===== src/rtl/rtn_pkg.sv =====
package rtn_pkg;

    localparam int ACC_WIDTH_DEF = 16;
    localparam int DIV_W         = 32;
    localparam int DIV_CNT_W     = 6;

    localparam logic [7:0] CH_COLON = 8'h3A;
    localparam logic [7:0] CH_COMMA = 8'h2C;
    localparam logic [7:0] CH_SPACE = 8'h20;
    localparam logic [7:0] CH_TAB   = 8'h09;
    localparam logic [7:0] CH_HASH  = 8'h23;
    localparam logic [7:0] CH_DOT   = 8'h2E;
    localparam logic [7:0] CH_ZERO  = 8'h30;
    localparam logic [7:0] CH_NINE  = 8'h39;
    localparam logic [7:0] VAR_D    = 8'h64;
    localparam logic [7:0] VAR_O    = 8'h6F;
    localparam logic [7:0] VAR_B    = 8'h62;

    localparam logic [15:0] LEN_RESET   = 16'd4;
    localparam logic [3:0]  OCT_RESET   = 4'd6;
    localparam logic [15:0] WHOLE_RESET = 16'd952;
    localparam logic [3:0]  OCT_MAX     = 4'd10;
    localparam logic [15:0] MINUTE_MS   = 16'd60000;

    typedef enum logic [1:0] {
        PH_NAME,
        PH_DEFS,
        PH_NOTES
    } phase_t;

    typedef enum logic [2:0] {
        ST_IDLE,
        ST_BDIV,
        ST_NDIV,
        ST_MUL_LO,
        ST_MUL_HI,
        ST_SEG_ON,
        ST_SEG_END
    } state_t;

    typedef struct packed {
        logic             start;
        logic [DIV_W-1:0] dividend;
        logic [DIV_W-1:0] divisor;
    } div_req_t;

    typedef struct packed {
        logic             done;
        logic [DIV_W-1:0] quotient;
    } div_rsp_t;

    // Octave-0 note frequency, Hz scaled by 2^16
    function automatic logic [31:0] octave0_freq(input logic [3:0] pitch);
        logic [31:0] f;
        case (pitch)
            4'd0:    f = 32'd1071618;
            4'd1:    f = 32'd1135340;
            4'd2:    f = 32'd1202851;
            4'd3:    f = 32'd1274376;
            4'd4:    f = 32'd1350154;
            4'd5:    f = 32'd1430439;
            4'd6:    f = 32'd1515497;
            4'd7:    f = 32'd1605613;
            4'd8:    f = 32'd1701088;
            4'd9:    f = 32'd1802240;
            4'd10:   f = 32'd1909407;
            4'd11:   f = 32'd2022946;
            default: f = 32'd0;
        endcase
        return f;
    endfunction

endpackage


===== src/rtl/rtn_div.sv =====
module rtn_div (
    input  logic              aclk,
    input  logic              aresetn,
    input  rtn_pkg::div_req_t req,
    output rtn_pkg::div_rsp_t rsp
);

    localparam int W = rtn_pkg::DIV_W;

    logic [W-1:0]                   rem_reg, rem_next;
    logic [W-1:0]                   quo_reg, quo_next;
    logic [W-1:0]                   den_reg, den_next;
    logic [rtn_pkg::DIV_CNT_W-1:0]  cnt_reg, cnt_next;
    logic                           busy_reg, busy_next;
    logic                           done_reg, done_next;
    logic [W:0]                     trial;

    // One restoring step a cycle, most significant bit first
    always_comb begin
        rem_next  = rem_reg;
        quo_next  = quo_reg;
        den_next  = den_reg;
        cnt_next  = cnt_reg;
        busy_next = busy_reg;
        done_next = 1'b0;
        trial     = {rem_reg, quo_reg[W-1]};
        if (req.start) begin
            rem_next  = '0;
            quo_next  = req.dividend;
            den_next  = req.divisor;
            cnt_next  = '0;
            busy_next = 1'b1;
        end else if (busy_reg) begin
            if (trial >= {1'b0, den_reg}) begin
                rem_next = W'(trial - {1'b0, den_reg});
                quo_next = {quo_reg[W-2:0], 1'b1};
            end else begin
                rem_next = trial[W-1:0];
                quo_next = {quo_reg[W-2:0], 1'b0};
            end
            cnt_next = cnt_reg + 1'b1;
            if (cnt_reg == rtn_pkg::DIV_CNT_W'(W - 1)) begin
                busy_next = 1'b0;
                done_next = 1'b1;
            end
        end
    end

    always_ff @(posedge aclk) begin
        if (!aresetn) begin
            busy_reg <= 1'b0;
            done_reg <= 1'b0;
            cnt_reg  <= '0;
        end else begin
            busy_reg <= busy_next;
            done_reg <= done_next;
            cnt_reg  <= cnt_next;
        end
        rem_reg <= rem_next;
        quo_reg <= quo_next;
        den_reg <= den_next;
    end

    assign rsp.done     = done_reg;
    assign rsp.quotient = quo_reg;

endmodule


===== src/rtl/ringtone_text_to_tone_commands.sv =====
// Ringtone text to tone segments.
// Slave channel s_*: one text character per transaction, s_tlast marks the
// final byte of a song. Master channel m_*: one tone segment per transaction,
// m_tlast marks the final segment caused by that byte.
// cfg_wr_en/cfg_wr_data write the rate scale word; write only while idle.
// A byte that ends no note keeps the block idle, ready for the next byte,
// unless it stores a b= value. A byte that ends a note runs the shared
// restoring divider (note length), then the low and high 32x16 partial
// products for the rate word; the next byte is taken once its segments
// are accepted. A zero note length skips the divider. A nonzero b= value
// stored in the header costs one divider pass before the next byte is taken.
// s_tready is low while a byte is at work or its segments wait; a stalled
// receiver holds the output register and with it the whole block.
// Reset (aresetn low, synchronous) returns to skipping the song name with
// defaults length 4, octave 6 and 952 ms per whole note, and clears the
// rate scale.
module ringtone_text_to_tone_commands #(
    parameter int ACC_WIDTH = rtn_pkg::ACC_WIDTH_DEF
) (
    input  logic        aclk,
    input  logic        aresetn,
    input  logic        cfg_wr_en,
    input  logic [31:0] cfg_wr_data,
    input  logic        s_tvalid,
    output logic        s_tready,
    input  logic [7:0]  s_tdata,   // [7:0] text_byte
    input  logic        s_tlast,   // end_of_text
    output logic        m_tvalid,
    input  logic        m_tready,
    output logic [47:0] m_tdata,   // [15:0] segment_ms, [47:16] tone_rate
    output logic        m_tlast    // run_last
);

    localparam logic [ACC_WIDTH-1:0] ACC_MAX = '1;

    rtn_pkg::state_t         state_reg, state_next;
    rtn_pkg::phase_t         phase_reg, phase_next;
    logic [31:0]             scale_reg;
    logic [15:0]             dlen_reg, dlen_next;
    logic [3:0]              doct_reg, doct_next;
    logic [15:0]             whole_reg, whole_next;
    logic [ACC_WIDTH-1:0]    acc_reg, acc_next;
    logic [1:0]              fpos_reg, fpos_next;
    logic [7:0]              var_reg, var_next;
    logic signed [4:0]       pitch_reg, pitch_next;
    logic                    dot_reg, dot_next;
    logic [15:0]             nlen_reg, nlen_next;
    logic [31:0]             freq_reg, freq_next;
    logic [15:0]             ms_reg, ms_next;
    logic [63:0]             prod_reg, prod_next;
    logic                    mv_reg, mv_next;
    logic [47:0]             md_reg, md_next;
    logic                    ml_reg, ml_next;
    rtn_pkg::div_req_t       div_req;
    rtn_pkg::div_rsp_t       div_rsp;

    logic                    accept;
    logic [7:0]              ch;
    logic                    is_digit;
    logic [ACC_WIDTH+3:0]    acc_x10;
    logic [ACC_WIDTH-1:0]    acc_dig;
    logic [31:0]             acc32;
    logic [15:0]             acc_c16;
    logic [3:0]              acc_oct;
    logic                    is_letter;
    logic signed [4:0]       letter_p;
    logic                    finish;
    logic [3:0]              fin_oct;
    logic [17:0]             fin_num;
    logic [15:0]             gap;

    rtn_div u_div (
        .aclk    (aclk),
        .aresetn (aresetn),
        .req     (div_req),
        .rsp     (div_rsp)
    );

    assign accept = s_tvalid && s_tready;
    assign ch     = s_tdata;

    // Decimal accumulate with saturation, clamps of the running number
    always_comb begin
        is_digit = (ch >= rtn_pkg::CH_ZERO) && (ch <= rtn_pkg::CH_NINE);
        acc_x10  = {acc_reg, 3'b000} + {2'b00, acc_reg, 1'b0}
                 + (ACC_WIDTH+4)'(ch - rtn_pkg::CH_ZERO);
        acc_dig  = (acc_x10 > (ACC_WIDTH+4)'(ACC_MAX)) ? ACC_MAX : acc_x10[ACC_WIDTH-1:0];
        acc32    = 32'(acc_reg);
        acc_c16  = (acc32 > 32'd65535) ? 16'hFFFF : acc32[15:0];
        acc_oct  = (acc32 > 32'(rtn_pkg::OCT_MAX)) ? rtn_pkg::OCT_MAX : acc32[3:0];
    end

    // Note letter decode, case folded
    always_comb begin
        is_letter = 1'b1;
        letter_p  = 5'sd0;
        unique case (ch | 8'h20)
            8'h63:   letter_p = 5'sd0;
            8'h64:   letter_p = 5'sd2;
            8'h65:   letter_p = 5'sd4;
            8'h66:   letter_p = 5'sd5;
            8'h67:   letter_p = 5'sd7;
            8'h61:   letter_p = 5'sd9;
            8'h62:   letter_p = 5'sd11;
            8'h68:   letter_p = 5'sd11;
            8'h70:   letter_p = -5'sd1;
            default: is_letter = 1'b0;
        endcase
    end

    // Parser, sequencer and output register
    always_comb begin
        state_next = state_reg;
        phase_next = phase_reg;
        dlen_next  = dlen_reg;
        doct_next  = doct_reg;
        whole_next = whole_reg;
        acc_next   = acc_reg;
        fpos_next  = fpos_reg;
        var_next   = var_reg;
        pitch_next = pitch_reg;
        dot_next   = dot_reg;
        nlen_next  = nlen_reg;
        freq_next  = freq_reg;
        ms_next    = ms_reg;
        prod_next  = prod_reg;
        mv_next    = mv_reg;
        md_next    = md_reg;
        ml_next    = ml_reg;
        finish     = 1'b0;
        fin_oct    = doct_reg;
        fin_num    = '0;
        gap        = ms_reg >> 4;
        div_req.start    = 1'b0;
        div_req.dividend = '0;
        div_req.divisor  = '0;
        s_tready   = (state_reg == rtn_pkg::ST_IDLE);

        unique case (state_reg)
            rtn_pkg::ST_IDLE: begin
                if (accept) begin
                    unique case (phase_reg)
                        rtn_pkg::PH_NAME: begin
                            if (ch == rtn_pkg::CH_COLON) begin
                                dlen_next  = rtn_pkg::LEN_RESET;
                                doct_next  = rtn_pkg::OCT_RESET;
                                whole_next = rtn_pkg::WHOLE_RESET;
                                acc_next   = '0;
                                fpos_next  = '0;
                                var_next   = '0;
                                phase_next = rtn_pkg::PH_DEFS;
                            end
                        end
                        rtn_pkg::PH_DEFS: begin
                            if (ch == rtn_pkg::CH_COMMA || ch == rtn_pkg::CH_COLON) begin
                                if (var_reg == rtn_pkg::VAR_D) dlen_next = acc_c16;
                                if (var_reg == rtn_pkg::VAR_O) doct_next = acc_oct;
                                if (var_reg == rtn_pkg::VAR_B) begin
                                    if (acc_reg == '0) begin
                                        whole_next = 16'hFFFF;
                                    end else begin
                                        div_req.start    = 1'b1;
                                        div_req.dividend = 32'(rtn_pkg::MINUTE_MS);
                                        div_req.divisor  = acc32;
                                        state_next       = rtn_pkg::ST_BDIV;
                                    end
                                end
                                acc_next  = '0;
                                fpos_next = '0;
                                if (ch == rtn_pkg::CH_COLON) begin
                                    phase_next = rtn_pkg::PH_NOTES;
                                    pitch_next = -5'sd1;
                                    dot_next   = 1'b0;
                                    nlen_next  = (var_reg == rtn_pkg::VAR_D) ? acc_c16 : dlen_reg;
                                end
                            end else if (ch != rtn_pkg::CH_SPACE && ch != rtn_pkg::CH_TAB) begin
                                if (fpos_reg < 2'd2) fpos_next = fpos_reg + 2'd1;
                                if (fpos_reg == 2'd0) var_next = ch;
                                else if (is_digit) acc_next = acc_dig;
                            end
                        end
                        default: begin
                            if (ch == rtn_pkg::CH_COMMA) begin
                                finish = 1'b1;
                            end else begin
                                if (is_digit) begin
                                    acc_next = acc_dig;
                                end else if (ch == rtn_pkg::CH_HASH) begin
                                    if (pitch_reg < 5'sd15) pitch_next = pitch_reg + 5'sd1;
                                end else if (ch == rtn_pkg::CH_DOT) begin
                                    dot_next = 1'b1;
                                end else if (is_letter) begin
                                    pitch_next = letter_p;
                                    if (acc_reg != '0) nlen_next = acc_c16;
                                    acc_next = '0;
                                end
                                finish = s_tlast;
                            end
                        end
                    endcase

                    // Finish the note with its updated fields, then clear it
                    if (finish) begin
                        if (acc_next != '0) begin
                            fin_oct = (32'(acc_next) > 32'(rtn_pkg::OCT_MAX))
                                    ? rtn_pkg::OCT_MAX : acc_next[3:0];
                        end
                        if (pitch_next >= 5'sd0 && pitch_next <= 5'sd11)
                            freq_next = rtn_pkg::octave0_freq(pitch_next[3:0]) << fin_oct;
                        else
                            freq_next = '0;
                        fin_num = dot_next ? (18'(whole_reg) * 18'd3) : {1'b0, whole_reg, 1'b0};
                        if (nlen_next == '0) begin
                            ms_next    = 16'hFFFF;
                            state_next = rtn_pkg::ST_MUL_LO;
                        end else begin
                            div_req.start    = 1'b1;
                            div_req.dividend = 32'(fin_num);
                            div_req.divisor  = 32'({nlen_next, 1'b0});
                            state_next       = rtn_pkg::ST_NDIV;
                        end
                        pitch_next = -5'sd1;
                        dot_next   = 1'b0;
                        nlen_next  = dlen_reg;
                        acc_next   = '0;
                    end
                    if (s_tlast) phase_next = rtn_pkg::PH_NAME;
                end
            end
            rtn_pkg::ST_BDIV: begin
                if (div_rsp.done) begin
                    whole_next = div_rsp.quotient[15:0];
                    state_next = rtn_pkg::ST_IDLE;
                end
            end
            rtn_pkg::ST_NDIV: begin
                if (div_rsp.done) begin
                    ms_next    = div_rsp.quotient[15:0];
                    state_next = rtn_pkg::ST_MUL_LO;
                end
            end
            rtn_pkg::ST_MUL_LO: begin
                prod_next  = 64'(scale_reg * 48'(freq_reg[15:0])) + 64'h8000_0000;
                state_next = rtn_pkg::ST_MUL_HI;
            end
            rtn_pkg::ST_MUL_HI: begin
                prod_next  = prod_reg
                           + ({16'(0), 48'(scale_reg * 48'(freq_reg[31:16]))} << 16);
                state_next = rtn_pkg::ST_SEG_ON;
            end
            rtn_pkg::ST_SEG_ON: begin
                if (!mv_reg) begin
                    mv_next = 1'b1;
                    if (freq_reg != '0) begin
                        md_next = {prod_reg[63:32], ms_reg - gap};
                        ml_next = 1'b0;
                    end else begin
                        md_next = {32'd0, ms_reg};
                        ml_next = 1'b1;
                    end
                end else if (m_tready) begin
                    if (!ml_reg) begin
                        md_next    = {32'd0, gap};
                        ml_next    = 1'b1;
                        state_next = rtn_pkg::ST_SEG_END;
                    end else begin
                        mv_next    = 1'b0;
                        state_next = rtn_pkg::ST_IDLE;
                    end
                end
            end
            rtn_pkg::ST_SEG_END: begin
                if (m_tready) begin
                    mv_next    = 1'b0;
                    state_next = rtn_pkg::ST_IDLE;
                end
            end
            default: state_next = rtn_pkg::ST_IDLE;
        endcase
    end

    always_ff @(posedge aclk) begin
        if (!aresetn) begin
            state_reg <= rtn_pkg::ST_IDLE;
            phase_reg <= rtn_pkg::PH_NAME;
            scale_reg <= '0;
            dlen_reg  <= rtn_pkg::LEN_RESET;
            doct_reg  <= rtn_pkg::OCT_RESET;
            whole_reg <= rtn_pkg::WHOLE_RESET;
            acc_reg   <= '0;
            fpos_reg  <= '0;
            var_reg   <= '0;
            pitch_reg <= -5'sd1;
            dot_reg   <= 1'b0;
            nlen_reg  <= rtn_pkg::LEN_RESET;
            mv_reg    <= 1'b0;
        end else begin
            state_reg <= state_next;
            phase_reg <= phase_next;
            if (cfg_wr_en) scale_reg <= cfg_wr_data;
            dlen_reg  <= dlen_next;
            doct_reg  <= doct_next;
            whole_reg <= whole_next;
            acc_reg   <= acc_next;
            fpos_reg  <= fpos_next;
            var_reg   <= var_next;
            pitch_reg <= pitch_next;
            dot_reg   <= dot_next;
            nlen_reg  <= nlen_next;
            mv_reg    <= mv_next;
        end
        freq_reg <= freq_next;
        ms_reg   <= ms_next;
        prod_reg <= prod_next;
        md_reg   <= md_next;
        ml_reg   <= ml_next;
    end

    assign m_tvalid = mv_reg;
    assign m_tdata  = md_reg;
    assign m_tlast  = ml_reg;

endmodule

===== config.mk =====
export PLATFORM = sky130hd
export DESIGN_NAME = ringtone_text_to_tone_commands
export DESIGN_NICKNAME = d
export VERILOG_FILES = /design/src/rtl/rtn_pkg.sv /design/src/rtl/rtn_div.sv /design/src/rtl/ringtone_text_to_tone_commands.sv
export SDC_FILE = /design/constraint.sdc
export NUM_CORES = 2
export LEC_CHECK = 0
export ABC_AREA = 1
export BUFFER_PORTS_ARGS = -buffer_cell sky130_fd_sc_hd__buf_2
export CORE_ASPECT_RATIO = 0.9
export CORE_MARGIN = 4
export CORE_UTILIZATION = 50
export CTS_BUF_LIST = sky130_fd_sc_hd__clkbuf_4
export DETAILED_ROUTE_END_ITERATION = 8
export PLACE_DENSITY = 0.68
export SETUP_SLACK_MARGIN = 0.02
export SYNTH_ARGS = -nofsm -noshare
export SYNTH_HDL_FRONTEND = slang
export SYNTH_HIERARCHICAL = 1
export SYNTH_SLANG_ARGS = --single-unit

===== constraint.sdc =====
create_clock -name aclk -period 7.3 [get_ports aclk]
set_input_delay 0.73 -clock aclk [delete_from_list [all_inputs] [get_ports aclk]]
set_output_delay 0.73 -clock aclk [all_outputs]
set_load 0.05 [all_outputs]

# --- Word-level counts from Yosys, hierarchy flattened ---
# Memories as Yosys holds them, arrays and structs flattened.
# Cells that the tools add are included.
classes:
  n_addsub: 10
  bitwise: 2
  magnitude_cmp: 10
  shift: 1
  muxes: 144
  n_eq_ne: 56
  n_reduce_logical: 38
  multipliers: 3
op_table:
  columns: ["op", "count"]
  rows:
  - ["16-bit two-way mux", 37]
  - ["65-bit two-way mux", 8]
  - ["32-bit two-way mux", 7]
  - ["48-bit two-way mux", 4]
  - ["16-bit case mux with 2 select lines", 6]
  - ["64-bit case mux with 2 select lines", 1]
  - ["32-bit by 16-bit multiplier with 48-bit output", 2]
  - ["64-bit adder", 1]
  - ["7-bit by 6-bit equality test with 1-bit output, second input constant", 9]
  - ["5-bit two-way mux", 11]
  - ["48-bit by 32-bit adder with 49-bit output, second input constant", 1]
  - ["3-bit two-way mux", 12]
  - ["4-bit two-way mux", 9]
  - ["5-bit case mux with 7 select lines", 1]
  - ["33-bit by 32-bit greater-or-equal comparator with 1-bit output", 1]
  - ["8-bit by 6-bit equality test with 1-bit output, second input constant", 4]
  - ["16-bit by 4-bit > comparator with 1-bit output, second input constant", 2]
  - ["16-bit zero test", 2]
  - ["8-bit two-way mux", 4]
  - ["16-bit nonzero test", 2]
  - ["32-bit nonzero test", 1]
  - ["32-bit by 4-bit << shifter with 32-bit output", 1]
  - ["32-bit subtractor", 1]
  - ["1-bit two-way mux", 27]
  - ["other kinds (53)", 110]
word_totals:
  rom_bits: 336
  register_bits: 387
  n_memories: 1
  output_inout_bits: 51
  in_bits: 46
memory_table:
  columns: ["name", "words", "word_bits", "read_ports", "rd_ports_with_merged_regs", "wr", "line", "source"]
  rows:
  - ["(name not given)", 16, 21, 1, 0, 0, "rtn_pkg.sv:55", "case (pitch)"]

# --- Depth between registers and ports, before layout ---
logic_depth:
  ltp_word: 18
  depth_mapped: 44

# --- Modules after synthesis ---
# Netlist, hierarchy kept.
modules_own_cells:
  columns: ["module", "cells_each", "instances", "seq_area_each_um2", "area_per_inst_um2"]
  rows:
  - ["ringtone_text_to_tone_commands", 6991, 1, 6796.5, 52226.3]
  - ["rtn_div", 978, 1, 2722.6, 6820.3]

# --- Worst setup path before layout ---
# OpenSTA, ideal clock, no wires.
synth_path:
  path_type: "flip-flop to flip-flop"
  startpoint: "reg freq_reg[17]"
  endpoint: "reg prod_reg[63], data pin"
  setup_ns: 0.147
  path_stages_with_launch: 38
  arrival_ns: 7.638
  path_slack_ns: -0.485
  path_buffers: 2
  path_cell_list: "edfxtp_1 > clkbuf_1 > clkbuf_1 > nand2_1 > fa_1 > inv_1 > fa_1 > inv_1 > fa_1 > fa_1 > inv_1 > fa_1 > inv_1 > fa_1 > inv_1 > ha_1 > a21oi_1 > nand2_1 > [2 not listed] > a21boi_0 > inv_1 > a21oi_1 > o21ai_0 > a21oi_1 > o21ai_0 > xor2_1 > ha_1 > a21oi_1 > inv_1 > a31oi_1 > o211ai_1 > a21oi_1 > o21ai_0 > nand3_1 > nand3_1 > or2_2 > a21oi_1"
synth_via:
  elab_chain_cells: 3
synth_lines:
  columns: ["item", "line", "source"]
  rows:
  - ["start, declared", "ringtone_text_to_tone_commands.sv:48", "logic [31:0] freq_reg, freq_next;"]
  - ["start signal, assigned", "ringtone_text_to_tone_commands.sv:312", "freq_reg <= freq_next;"]
  - ["32-bit by 16-bit multiplier with 48-bit output", "ringtone_text_to_tone_commands.sv:248", "+ ({16'(0), 48'(scale_reg * 48'(freq_reg[31:16]))} << 16);"]
  - ["64-bit adder", "ringtone_text_to_tone_commands.sv:248", null]
  - ["64-bit case mux with 2 select lines", "ringtone_text_to_tone_commands.sv:139", "unique case (state_reg)"]
  - ["end signal, assigned", "ringtone_text_to_tone_commands.sv:314", "prod_reg <= prod_next;"]
  - ["end, declared", "ringtone_text_to_tone_commands.sv:50", "logic [63:0] prod_reg, prod_next;"]
# Every way passes these cells.
# A chain may end at the register's enable or synchronous reset.

# --- Worst setup path after layout ---
layout_path:
  startpoint: "reg freq_reg[22]"
  endpoint: "reg prod_reg[61], data pin"
# Same word-level chain as after synthesis.

==> flow_summary.yaml <==
place:
  dp_hpwl_um: 145000
  port_buffers: 96
  dpl_cell_area_um2: 64100
  gp_congestion: 0.940
global_route:
  grt_max_degree: 67
  grt_usage_pct: 30.1
  met1_usage_pct: 43.8
  grt_pass1_wl_um: 296000
  grt-ovfl-total: 0
  busiest_layer: "met2"
  met3_usage_pct: 6.41
  use_met2_pct: 44.8
  antenna_found_initial: 23
  grt_pass1_vias: 53700
setup_path:
  crit_type: "register to register"
  cp.required_ns: 8.14
  cp-end-kind: "register"
  crit_arrival_ns: 8.30
  r2r_setup_slack_ns: -0.15
  crit_fanout: 4
  crit_slowest_cell: "fa_2"
  critPathMaxStageDelay_ns: 0.55
  crit_path_start_kind: "register"
cts:
  clkSlewWorstSetupHoldPaths_ns: 0.07
  cts_sinks: 371
  h-tree-depth: 3
  cts_tree: "built"
  numCtsBuffers: 107
  clock_path_buffers: 3
  root_buffer: "clkbuf_4"
  clkLatencyLatePin_ns: 1.11
sta:
  finalCritPeriodShare_pct: 102
  period_needed_ns: 7.45
  tightest_slew_ns: 1.17
  clock_skew_ns: 0.119
  slew_headroom_pct: 21.5
  fin_ws_ns: -0.154
  hold_violations: 0
  drv_slew: 0
  rsz0062_at_grt: "yes"
  max_clock_freq_mhz: 134
  setup-violations-final: 10
detailed_routing:
  ant_nets: 0
  drtIter0Drc: 5100
  drc: 0
  wl_per_cell_um: 18.4
  wl_um: 186000
  vias_per_cell: 5.37
  dr.pass1.iters: 7
  num_vias: 54400
synth:
  ys_warn_count: 6
  yosysTopAreaCell: "fa_1"
  synth_top_cell_area_share_pct: 29.0
  synthArstFlopShare_pct: 0
  synthFlopType: "edfxtp_1"
  synth_edf_count: 209
  synth_area_um2: 59000
  ys_ff_latch: 371
  ys_top_cells_by_area: "fa_1 (29%), nand2_1 (14%), inv_1 (11%)"
  syn_area_per_cell_um2: 7.41
  ys_seq_area_share_pct: 16.1
  yosysUniqueCellTypes: 68
  synthCells: 7969
layout:
  final_cell_mix: "nand2_1 (2088), inv_1 (1684), fa_1 (846), buf_4 (482), nor2_1 (400)"
  final_area_um2: 69500
  area_delta_synth_final_pct: 17.7
  mostFrequentLayoutCell: "nand2_1"
  layout-drive-gt1-share_pct: 16.2
  nNetsFinal: 9746
floorplanning:
  fp-row-count: 119
  die_h_um: 334
  io_pins: 97
  die_w_um: 370
  start_util_pct: 50.4
  coreArea_um2: 117000
  dieArea_um2: 124000
flow_run:
  cap_violations: 0
run_status:
  failed_checks: "negative setup slack"
  status: "finished with violations"
worst_hold_path:
  worstHoldPathType: "input pin to register"
==> per-stage QoR <==
step	utilization (%)	setup WS, ns	TNS [ns]	std cells	hold WS (ns)
final	59.3	-0.154	-0.674	10100	0.104
after global routing	59.3	-0.375	-4.74	10100	0.0423
after detailed placement	54.7	-0.580	-7.97	9770	0.458
after CTS	57.5	-0.0472	-0.136	10100	0.00314
after floorplan	-	0.0380	0	7997	0.438
after global placement	54.7	-0.509	-6.49	9770	0.453
==> critical path: cells and delay by family (launching register included) <==
kind / cells / cell delay, ns
adder cells (fa/ha/maj): 8 / 3.62
AO/OA/AOI/OAI: 7 / 1.30
buffers and inverters: 12 / 1.20
AND/OR/NAND/NOR: 9 / 0.62
flip-flops: 1 / 0.39
XOR/XNOR: 1 / 0.11
==> kinds of logic after synthesis <==
kind of cell | share of synthesized area [%]
fa+ha+maj | 37.6
xor+xnor | 1.60
compound gates | 8.91
other cells | 0.00635
flops | 16.1
buf+inv | 13.8
simple gates | 21.9
==> metal layers <==
layer / up-vias / part of all wire, %
met5: - / 0.032
met4: 8 / 3.3
met3: 359 / 9.3
met2: 2314 / 43
met1: 26400 / 44
li1: 25300 / -
==> cells in the mapped netlist (58+ instances only) <==
cell type	number
fa_1	855
o21ai_0	285
nor2_1	434
a21oi_1	411
ha_1	408
clkbuf_1	328
nand3_1	307
dfxtp_1	162
nand2_1	2171
xor2_1	58
edfxtp_1	209
inv_1	1722
==> what timing repair did <==
item                       in CTS  in global routing
setup buffers                  59                 51
hold buffers                   29                  0
pin swaps                     122                159
gates cloned                    0                  3
resized for setup             249                378
hold endpoints to repair       29                  0
setup endpoints to repair      27                 34
==> final timing paths <==
kind,start,endpoint,cells past startpoint
max,freq_reg[22],prod_reg[61],37
min reg2reg,u_div/rem_reg[19],u_div/rem_reg[19],2
max reg2reg,freq_reg[22],prod_reg[61],37
min,cfg_wr_data[9],scale_reg[9],3
==> area by class of cell <==
cell class	instances	area, µm²
Clock buffer	162	1220
Fill cell	10600	47700
Antenna cell	20	50.0
Sequential cell	371	9540
Inverter	1756	6590
Clock inverter	41	226
Tap cell	1573	1970
Timing Repair Buffer	710	5960
Multi-Input combinational cell	5491	43900
Power is left out: the tool's default activity adds up to more than one toggle a clock period on the data nets, which glitch-free logic cannot reach.
